`config.mk`:
```
export PLATFORM = sky130hd
export DESIGN_NAME = level_pump_controller_unit
export DESIGN_NICKNAME = d
export VERILOG_FILES = /design/src/hdl/lpc_pkg.sv /design/src/hdl/lpc_cfg_regs.sv /design/src/hdl/lpc_median.sv /design/src/hdl/lpc_ctrl.sv /design/src/hdl/level_pump_controller_unit.sv
export SDC_FILE = /design/constraint.sdc
export NUM_CORES = 1
export LEC_CHECK = 0
export BUFFER_PORTS_ARGS = -buffer_cell sky130_fd_sc_hd__buf_2
export CELL_PAD_IN_SITES_DETAIL_PLACEMENT = 1
export CELL_PAD_IN_SITES_GLOBAL_PLACEMENT = 1
export CORE_MARGIN = 4
export CORE_UTILIZATION = 38
export DETAILED_ROUTE_END_ITERATION = 12
export MAX_ROUTING_LAYER = met4
export PLACE_DENSITY_LB_ADDON = 0.1
export SETUP_SLACK_MARGIN = 0.4
export SLEW_MARGIN = 5
export SYNTH_ARGS = -nofsm -noshare
export SYNTH_HDL_FRONTEND = slang
export SYNTH_HIERARCHICAL = 1
export SYNTH_SLANG_ARGS = --single-unit
```
`constraint.sdc`:
```
create_clock -name clk -period 9.85 [get_ports clk]
set_clock_uncertainty 0.05 [all_clocks]
set_input_delay 0.4925 -clock clk [delete_from_list [all_inputs] [get_ports clk]]
set_output_delay 0.4925 -clock clk [all_outputs]
set_load 0.02 [all_outputs]
```
`src/hdl/lpc_pkg.sv`:
```
// lpc_pkg: shared types and constants for the level pump controller
`timescale 1ns / 1ps

package lpc_pkg;

    localparam int LEVEL_W   = 7;
    localparam int COUNT_W   = 8;
    localparam int TIME_W    = 32;
    localparam int CFG_IDX_W = 3;
    localparam int CFG_DATA_W = 32;

    localparam logic [LEVEL_W-1:0] LEVEL_MAX = 7'd100;
    localparam logic [COUNT_W-1:0] COUNT_MAX = 8'd255;

    typedef enum logic [1:0] {
        MODE_OFF     = 2'd0,
        MODE_RUN     = 2'd1,
        MODE_SENSOR  = 2'd2,
        MODE_TIMEOUT = 2'd3
    } mode_t;

    typedef enum logic [CFG_IDX_W-1:0] {
        CFG_START_THR  = 3'd0,
        CFG_STOP_THR   = 3'd1,
        CFG_CHANGE_CNF = 3'd2,
        CFG_RECOV_CNF  = 3'd3,
        CFG_FAIL_LIMIT = 3'd4,
        CFG_MAX_FILL   = 3'd5
    } cfg_idx_t;

    typedef struct packed {
        logic [LEVEL_W-1:0] level_pct;
        logic               reading_valid;
        logic [TIME_W-1:0]  now_ms;
    } lpc_in_t;

    typedef struct packed {
        logic       relay_on;
        logic [1:0] mode;
    } lpc_out_t;

    typedef struct packed {
        logic [LEVEL_W-1:0] start_threshold_pct;
        logic [LEVEL_W-1:0] stop_threshold_pct;
        logic [COUNT_W-1:0] change_confirmations;
        logic [COUNT_W-1:0] recovery_confirmations;
        logic [COUNT_W-1:0] failure_limit;
        logic [TIME_W-1:0]  max_fill_ms;
    } lpc_cfg_t;

    // status from the mode controller back to the top level and filter
    typedef struct packed {
        mode_t mode;
        mode_t mode_next;
        logic  window_clear;
    } lpc_ctrl_t;

endpackage

```
`src/hdl/lpc_cfg_regs.sv`:
```
// lpc_cfg_regs: configuration register file
`timescale 1ns / 1ps

module lpc_cfg_regs (
    input  logic                               clk,
    input  logic                               rst_n,
    input  logic                               wr_en,
    input  logic [lpc_pkg::CFG_IDX_W-1:0]      wr_index,
    input  logic [lpc_pkg::CFG_DATA_W-1:0]     wr_data,
    output lpc_pkg::lpc_cfg_t                  cfg
);

    lpc_pkg::lpc_cfg_t cfg_reg;
    lpc_pkg::lpc_cfg_t cfg_next;

    always_comb
    begin
        cfg_next = cfg_reg;
        if (wr_en)
        begin
            unique case (wr_index)
                lpc_pkg::CFG_START_THR:
                    cfg_next.start_threshold_pct = wr_data[lpc_pkg::LEVEL_W-1:0];
                lpc_pkg::CFG_STOP_THR:
                    cfg_next.stop_threshold_pct = wr_data[lpc_pkg::LEVEL_W-1:0];
                lpc_pkg::CFG_CHANGE_CNF:
                    cfg_next.change_confirmations = wr_data[lpc_pkg::COUNT_W-1:0];
                lpc_pkg::CFG_RECOV_CNF:
                    cfg_next.recovery_confirmations = wr_data[lpc_pkg::COUNT_W-1:0];
                lpc_pkg::CFG_FAIL_LIMIT:
                    cfg_next.failure_limit = wr_data[lpc_pkg::COUNT_W-1:0];
                lpc_pkg::CFG_MAX_FILL:
                    cfg_next.max_fill_ms = wr_data[lpc_pkg::TIME_W-1:0];
                default:
                    cfg_next = cfg_reg;
            endcase
        end
    end

    always_ff @(posedge clk or negedge rst_n)
    begin
        if (!rst_n)
        begin
            cfg_reg.start_threshold_pct    <= 7'd20;
            cfg_reg.stop_threshold_pct     <= 7'd90;
            cfg_reg.change_confirmations   <= 8'd3;
            cfg_reg.recovery_confirmations <= 8'd5;
            cfg_reg.failure_limit          <= 8'd5;
            cfg_reg.max_fill_ms            <= 32'd600000;
        end
        else
        begin
            cfg_reg <= cfg_next;
        end
    end

    assign cfg = cfg_reg;

endmodule

```
`src/hdl/lpc_median.sv`:
```
// lpc_median: three-sample median window with first-fill behavior
`timescale 1ns / 1ps

module lpc_median (
    input  logic                          clk,
    input  logic                          rst_n,
    input  logic                          push,
    input  logic                          clear,
    input  logic [lpc_pkg::LEVEL_W-1:0]   level_pct,
    output logic [lpc_pkg::LEVEL_W-1:0]   median
);

    logic [lpc_pkg::LEVEL_W-1:0] win_reg [3];
    logic [lpc_pkg::LEVEL_W-1:0] win_next [3];
    logic                        filled_reg;
    logic                        filled_next;
    logic [lpc_pkg::LEVEL_W-1:0] sample;
    logic [lpc_pkg::LEVEL_W-1:0] lo;
    logic [lpc_pkg::LEVEL_W-1:0] hi;
    logic [lpc_pkg::LEVEL_W-1:0] hi_c;

    assign sample = (level_pct > lpc_pkg::LEVEL_MAX) ? lpc_pkg::LEVEL_MAX : level_pct;

    // an empty window takes the first sample in all three slots
    always_comb
    begin
        win_next[0] = filled_reg ? win_reg[1] : sample;
        win_next[1] = filled_reg ? win_reg[2] : sample;
        win_next[2] = sample;
    end

    // median of the window as it stands after the push
    always_comb
    begin
        lo     = (win_next[0] > win_next[1]) ? win_next[1] : win_next[0];
        hi     = (win_next[0] > win_next[1]) ? win_next[0] : win_next[1];
        hi_c   = (hi > win_next[2]) ? win_next[2] : hi;
        median = (lo > hi_c) ? lo : hi_c;
    end

    always_comb
    begin
        filled_next = filled_reg;
        if (clear)
        begin
            filled_next = 1'b0;
        end
        else if (push)
        begin
            filled_next = 1'b1;
        end
    end

    always_ff @(posedge clk or negedge rst_n)
    begin
        if (!rst_n)
        begin
            filled_reg <= 1'b0;
        end
        else
        begin
            filled_reg <= filled_next;
        end
    end

    always_ff @(posedge clk)
    begin
        if (push)
        begin
            win_reg[0] <= win_next[0];
            win_reg[1] <= win_next[1];
            win_reg[2] <= win_next[2];
        end
    end

endmodule

```
`src/hdl/lpc_ctrl.sv`:
```
// lpc_ctrl: pump mode state machine with confirmation, failure and recovery counters
`timescale 1ns / 1ps

module lpc_ctrl (
    input  logic                          clk,
    input  logic                          rst_n,
    input  logic                          step,
    input  lpc_pkg::lpc_in_t              item,
    input  logic [lpc_pkg::LEVEL_W-1:0]   median,
    input  lpc_pkg::lpc_cfg_t             cfg,
    output lpc_pkg::lpc_ctrl_t            ctrl
);

    lpc_pkg::mode_t              mode_reg;
    lpc_pkg::mode_t              mode_next;
    logic [lpc_pkg::COUNT_W-1:0] confirm_reg;
    logic [lpc_pkg::COUNT_W-1:0] confirm_next;
    logic [lpc_pkg::COUNT_W-1:0] fail_reg;
    logic [lpc_pkg::COUNT_W-1:0] fail_next;
    logic [lpc_pkg::COUNT_W-1:0] recov_reg;
    logic [lpc_pkg::COUNT_W-1:0] recov_next;
    logic [lpc_pkg::TIME_W-1:0]  start_time_reg;
    logic [lpc_pkg::TIME_W-1:0]  start_time_next;
    logic [lpc_pkg::COUNT_W-1:0] fail_inc;
    logic [lpc_pkg::COUNT_W-1:0] confirm_inc;
    logic [lpc_pkg::COUNT_W-1:0] recov_inc;
    logic [lpc_pkg::TIME_W-1:0]  elapsed;
    logic                        window_clear;

    assign fail_inc    = (fail_reg == lpc_pkg::COUNT_MAX) ? fail_reg : fail_reg + 1'b1;
    assign confirm_inc = confirm_reg + 1'b1;
    assign recov_inc   = recov_reg + 1'b1;
    assign elapsed     = item.now_ms - start_time_reg;

    always_comb
    begin
        mode_next       = mode_reg;
        confirm_next    = confirm_reg;
        fail_next       = fail_reg;
        recov_next      = recov_reg;
        start_time_next = start_time_reg;
        window_clear    = 1'b0;
        if (step)
        begin
            if (!item.reading_valid)
            begin
                recov_next   = '0;
                confirm_next = '0;
                fail_next    = fail_inc;
                if (fail_inc >= cfg.failure_limit &&
                    mode_reg != lpc_pkg::MODE_TIMEOUT &&
                    mode_reg != lpc_pkg::MODE_SENSOR)
                begin
                    mode_next    = lpc_pkg::MODE_SENSOR;
                    window_clear = 1'b1;
                end
            end
            else
            begin
                fail_next = '0;
                unique case (mode_reg)
                    lpc_pkg::MODE_SENSOR:
                    begin
                        recov_next = recov_inc;
                        if (recov_inc >= cfg.recovery_confirmations)
                        begin
                            mode_next    = lpc_pkg::MODE_OFF;
                            confirm_next = '0;
                            recov_next   = '0;
                        end
                    end
                    lpc_pkg::MODE_OFF:
                    begin
                        if (median <= cfg.start_threshold_pct)
                        begin
                            confirm_next = confirm_inc;
                            if (confirm_inc >= cfg.change_confirmations)
                            begin
                                mode_next       = lpc_pkg::MODE_RUN;
                                start_time_next = item.now_ms;
                                confirm_next    = '0;
                            end
                        end
                        else
                        begin
                            confirm_next = '0;
                        end
                    end
                    lpc_pkg::MODE_RUN:
                    begin
                        // fill timeout wins over the stop condition
                        if (elapsed > cfg.max_fill_ms)
                        begin
                            mode_next    = lpc_pkg::MODE_TIMEOUT;
                            confirm_next = '0;
                        end
                        else if (median >= cfg.stop_threshold_pct)
                        begin
                            confirm_next = confirm_inc;
                            if (confirm_inc >= cfg.change_confirmations)
                            begin
                                mode_next    = lpc_pkg::MODE_OFF;
                                confirm_next = '0;
                            end
                        end
                        else
                        begin
                            confirm_next = '0;
                        end
                    end
                    lpc_pkg::MODE_TIMEOUT:
                    begin
                        mode_next = lpc_pkg::MODE_TIMEOUT;
                    end
                    default:
                    begin
                        mode_next = mode_reg;
                    end
                endcase
            end
        end
    end

    always_ff @(posedge clk or negedge rst_n)
    begin
        if (!rst_n)
        begin
            mode_reg    <= lpc_pkg::MODE_OFF;
            confirm_reg <= '0;
            fail_reg    <= '0;
            recov_reg   <= '0;
        end
        else
        begin
            mode_reg    <= mode_next;
            confirm_reg <= confirm_next;
            fail_reg    <= fail_next;
            recov_reg   <= recov_next;
        end
    end

    always_ff @(posedge clk)
    begin
        start_time_reg <= start_time_next;
    end

    assign ctrl.mode         = mode_reg;
    assign ctrl.mode_next    = mode_next;
    assign ctrl.window_clear = window_clear;

endmodule

```
`src/hdl/level_pump_controller_unit.sv`:
```
// level_pump_controller_unit: top level of the tank level pump controller
//
// Readings enter on in_valid/in_ready with in_data (level, valid flag, ms time).
// Each accepted reading produces exactly one result on out_valid/out_ready:
// the pump mode after that reading and the relay drive (on only while running).
// Configuration registers are written on cfg_valid/cfg_ready, which is always
// ready; index 0..5 selects the register, other indexes are ignored. Write only
// while no reading is in flight.
// A reading first sits in the input register; when the result register can take
// it, the median filter and mode logic update the state and load the result
// register. A new reading can be taken every cycle unless the receiver stalls.
// If the receiver stalls, the result register holds its transfer and the input
// register still takes one more reading; in_ready drops only when both are full.
// Reset clears the mode to off, all counters, the median window fill flag and
// restores the register defaults. No clearing pass is needed.
`timescale 1ns / 1ps

module level_pump_controller_unit (
    input  logic                              clk,
    input  logic                              rst_n,
    input  logic                              in_valid,
    output logic                              in_ready,
    input  lpc_pkg::lpc_in_t                  in_data,
    output logic                              out_valid,
    input  logic                              out_ready,
    output lpc_pkg::lpc_out_t                 out_data,
    input  logic                              cfg_valid,
    output logic                              cfg_ready,
    input  logic [lpc_pkg::CFG_IDX_W-1:0]     cfg_index,
    input  logic [lpc_pkg::CFG_DATA_W-1:0]    cfg_data
);

    lpc_pkg::lpc_in_t            in_reg;
    logic                        in_valid_reg;
    logic                        in_valid_next;
    lpc_pkg::lpc_out_t           out_reg;
    logic                        out_valid_reg;
    logic                        out_valid_next;
    logic                        advance;
    logic                        step;
    logic                        in_take;
    lpc_pkg::lpc_cfg_t           cfg;
    lpc_pkg::lpc_ctrl_t          ctrl;
    logic [lpc_pkg::LEVEL_W-1:0] median;

    assign cfg_ready = 1'b1;
    assign advance   = !out_valid_reg || out_ready;
    assign step      = in_valid_reg && advance;
    assign in_ready  = !in_valid_reg || advance;
    assign in_take   = in_valid && in_ready;

    lpc_cfg_regs u_cfg (
        .clk      (clk),
        .rst_n    (rst_n),
        .wr_en    (cfg_valid && cfg_ready),
        .wr_index (cfg_index),
        .wr_data  (cfg_data),
        .cfg      (cfg)
    );

    lpc_median u_median (
        .clk       (clk),
        .rst_n     (rst_n),
        .push      (step && in_reg.reading_valid),
        .clear     (ctrl.window_clear),
        .level_pct (in_reg.level_pct),
        .median    (median)
    );

    lpc_ctrl u_ctrl (
        .clk    (clk),
        .rst_n  (rst_n),
        .step   (step),
        .item   (in_reg),
        .median (median),
        .cfg    (cfg),
        .ctrl   (ctrl)
    );

    always_comb
    begin
        in_valid_next = in_valid_reg;
        if (in_take)
        begin
            in_valid_next = 1'b1;
        end
        else if (advance)
        begin
            in_valid_next = 1'b0;
        end
        out_valid_next = advance ? in_valid_reg : out_valid_reg;
    end

    always_ff @(posedge clk or negedge rst_n)
    begin
        if (!rst_n)
        begin
            in_valid_reg  <= 1'b0;
            out_valid_reg <= 1'b0;
        end
        else
        begin
            in_valid_reg  <= in_valid_next;
            out_valid_reg <= out_valid_next;
        end
    end

    always_ff @(posedge clk)
    begin
        if (in_take)
        begin
            in_reg <= in_data;
        end
        if (step)
        begin
            out_reg.relay_on <= (ctrl.mode_next == lpc_pkg::MODE_RUN);
            out_reg.mode     <= ctrl.mode_next;
        end
    end

    assign out_valid = out_valid_reg;
    assign out_data  = out_reg;

    // relay drive agrees with the reported mode
    a_relay_mode: assert property (@(posedge clk) disable iff (!rst_n)
        out_valid |-> (out_data.relay_on == (out_data.mode == lpc_pkg::MODE_RUN)))
        else $error("relay drive disagrees with mode");

    // timeout fault stays latched until reset
    a_timeout_latch: assert property (@(posedge clk) disable iff (!rst_n)
        ctrl.mode == lpc_pkg::MODE_TIMEOUT |=> ctrl.mode == lpc_pkg::MODE_TIMEOUT)
        else $error("timeout fault released without reset");

    // a waiting reading is not dropped while the output stalls
    a_hold_input: assert property (@(posedge clk) disable iff (!rst_n)
        in_valid_reg && !advance |=> in_valid_reg && $stable(in_reg))
        else $error("stalled reading lost");

    // no new transfer when both stages are full and the output stalls
    a_full_block: assert property (@(posedge clk) disable iff (!rst_n)
        in_valid_reg && out_valid_reg && !out_ready |-> !in_ready)
        else $error("input taken while pipeline full");

    // state changes only when a reading moves to the result register
    a_mode_step: assert property (@(posedge clk) disable iff (!rst_n)
        !step |=> $stable(ctrl.mode))
        else $error("mode changed without a reading");

endmodule
```
==> results.md <==
- Gate Count Post-Synth: 1,088
- Die ar.: 0.0334 sq mm
- Largest net degree at the start of global routing: 63
- Final Net Count: 1,375
- Final Hold Vio Count: 0
- RSZ-0062 raised after global routing: false
- Post-Syn Nets: 1,293
- Clk pin slew, worst setup/hold paths: 0.08 ns
- Met3 Use GR: 3.25%
- Placer Congestion: 0.820
- Critical Path RT: 9.88 ns
- EDFF count, synth: 89
- CTS Sinks: 188
- Syn Area/Cell: 10.7 sq um
- Main synth FF type: edfxtp_1
- Gate power share: 27.5%
- DP Area: 0.0124 sq mm
- Most common cell on crit path: a21oi_1
- Width of the die: 183 um
- Placed Cells: 1,540
- Synth Register Bits: 188
- Area contributors post-synth: edfxtp_1 23%, dfrtp_1 17%, ha_1 13%, mux2_2 6.8%, dfstp_2 4.5%
- Root buffer cell: clkbuf_16
- Switching Fraction: 32.2%
- Clock power frac: 29.4%
- Maximum clock path buffer count: 2
- Fill cell count: 3,335
- DRC violations left: 0
- TritonCTS buffer count: 17
- Leakage: 5.93 nW
- Final non-filler cell total: 1,574
- Initial antenna violation count: 1
- Port buffer count: 84
- Vias in the first global route: 8,795
- Starting Density: 38.8%
- Std cell rows: 63
- Status: finished, final reports clean
- Clock tree from TritonCTS: done
- Worst setup EP type: register
- Area share of the largest cell type after synthesis: 23.0%
- Setup TNS: 0 ns
- CP Class: register to register
- Busiest grt layer: met2
- I/O pin count: 86
- Core area: 0.0299 sq mm
- Distinct cells, synth: 79
- Wirelength per Cell: 17.8 um
- Gr usage total: 18.0%
- H-tree lvl count: 4
- Slowest stage cell, crit path: o311ai_0
- Commonest non-fill, non-tap cell in the layout: inv_1
- Slew HR: 43.3%
- Area leader, netlist: edfxtp_1
- Worst hold path depth: 1
- CP Max Fanout: 32
- FMAX: 114 MHz
- Worst ir drop on vdd: 0.124 mV
- Most frequent cells in the layout: 135 x inv_1, 124 x ha_1, 89 x edfxtp_1, 83 x buf_2, 81 x a21oi_1
- Die H: 183 um
- MaxCap Viol Count: 0
- Net switching power figure: 0.728 mW
- Design Area, Final: 0.0130 sq mm
- Via/cell ratio: 5.22
- Detail Route Antenna Nets: 0
- Worst-Skew Late Latency: 0.46 ns
- Syn. warnings: 6
- Register area share after synthesis: 44.6%
- Cell Area, Synth: 0.0116 sq mm
- First-pass GRT wire length: 46.7 mm
- Final Max Tran Viols: 0
- Slew @ Worst Pin: 0.851 ns
- Worst EP arrival: 8.77 ns
- M1 GR Usage: 23.4%
- Setup crit start kind: register
- Crit share post-route: 88.7%
- Flop pwr share: 43.1%
- DR iter-0 viols: 393
- DRT Pass-1 Iters: 5
- Via count: 8,218
- Setup violations, final: 0
- GRT overflow: 0
- PwrDens: 174 mW/mm^2
- Share of cells above drive strength 1: 20.0%
- Largest register FFs: 70
- DP HPWL: 21.1 mm
- Hold/Removal Path Class: input pin to register
- Post-Route WL: 28.0 mm
- Cell Int Power: 1.53 mW
- Met2 Usage GRT: 29.9%
- Area growth from synthesis to layout: 11.8%
- Worst R2R Path Depth: 31
- CP peak stage delay: 0.57 ns
- Ys async rst share: 52.7%
- Tmin final: 8.74 ns
-- final cells by class --
class                   count  area (sq um)  area share [%]
clock buffers              18           429            3.31
repair buffers             89           463            3.57
inverters                 136           510            3.94
diodes                      1          2.50          0.0193
well taps                 390           488            3.76
flip-flops and latches    188          5170            39.9
multi-input cells         738          5790            44.6
clock inverters            14           110           0.849
-- cells by family (layout without fill, tap and decap cells) --
| logic type | Yosys count | count (layout) | share of synthesized area, % |
|---|---|---|---|
| compound gates | 253 | 253 | 14.3 |
| xor+xnor | 40 | 40 | 3.02 |
| fa+ha+maj | 125 | 125 | 13.5 |
| buf+inv | 162 | 257 | 5.59 |
| flops | 188 | 188 | 44.6 |
| mux | 86 | 86 | 8.18 |
| other cells | 1 | 2 | 0.0323 |
| simple gates | 233 | 233 | 10.7 |
-- worst max-delay path: cells and delay by family, from the launching register on --
kind	cells	cell delay, ns
AO/OA/AOI/OAI	16	3.81
adder cells (fa/ha/maj)	4	1.35
multiplexers	3	1.18
buffers and inverters	1	0.45
AND/OR/NAND/NOR	7	1.05
flip-flops	1	0.42
-- per-layer routing --
metal  vias to the layer above  wire length [um]
met5                         -                 0
met4                         0               286
met3                        17               648
met2                        78             13800
met1                      4055             13300
li1                       4068                 -
-- cell usage after synthesis (6+ instances only) --
master and count:
xor2_1 13, edfxtp_1 89, nor2_1 62, inv_1 135, nor2b_1 12, clkbuf_1 15
dfstp_2 20, and3_1 8, mux2i_1 16, nand2b_1 13, nand3_1 21, o21bai_1 7
a22o_1 7, a21o_1 34, nand4_1 19, mux2_2 70, a211oi_1 6, nor3_1 12
o21a_1 13, xnor2_1 27, ha_1 124, a21oi_1 81, dfrtp_1 79, o21ai_0 49
nand2_1 49, a32o_1 6
-- worst paths after layout --
kind / start / to / slack, ns
hold reg to reg: in_reg[0]$_DFFE_PP_ / u_ctrl/start_time_reg[0]$_DFFE_PP_ / 0.41
hold / removal: in_data[0] / in_reg[0]$_DFFE_PP_ / 0.16
setup reg to reg: in_reg[37]$_DFFE_PP_ / u_ctrl/start_time_reg[29]$_DFFE_PP_ / 1.11
setup / recovery: in_reg[37]$_DFFE_PP_ / u_ctrl/start_time_reg[29]$_DFFE_PP_ / 1.11
max in group asynchronous: rst_n / u_cfg/cfg[63]$_DFFE_PN0P_ / 7.90
min in group asynchronous: rst_n / u_cfg/cfg[31]$_DFFE_PN0P_ / 0.59
-- per-stage QoR --
stage / worst slack, ns / power (mW) / hold slack, ns / util, %
6_report: 1.11 / 2.26 / 0.161 / 43.4
4_1_cts: 0.778 / 2.29 / 0.135 / 43.4
3_5_place_dp: 0.823 / 1.61 / 0.393 / 41.5
3_3_place_gp: 1.15 / 1.59 / 0.386 / 41.5
5_1_grt: 0.426 / 2.43 / 0.129 / 43.4
2_1_floorplan: 2.02 / 1.42 / 0.147 / -
-- power by group through the flow --
stage | sequential (mW) | clock, mW | combinational (mW)
floorplan | 0.973 | 0 | 0.450
global placement | 0.988 | 0 | 0.605
detailed placement | 0.991 | 0 | 0.622
CTS | 0.975 | 0.687 | 0.631
global route | 0.986 | 0.726 | 0.714
finish | 0.974 | 0.664 | 0.621
-- repair_timing --
| item | CTS | global route |
|---|---|---|
| endpoints found under the setup margin | 0 | 35 |
| gates resized for setup | 0 | 1 |
| hold buffers | 1 | 0 |
| buffers inserted | 0 | 0 |
| hold endpoints to repair | 27 | 0 |
Note: power is estimated with default switching activity, not from simulation.
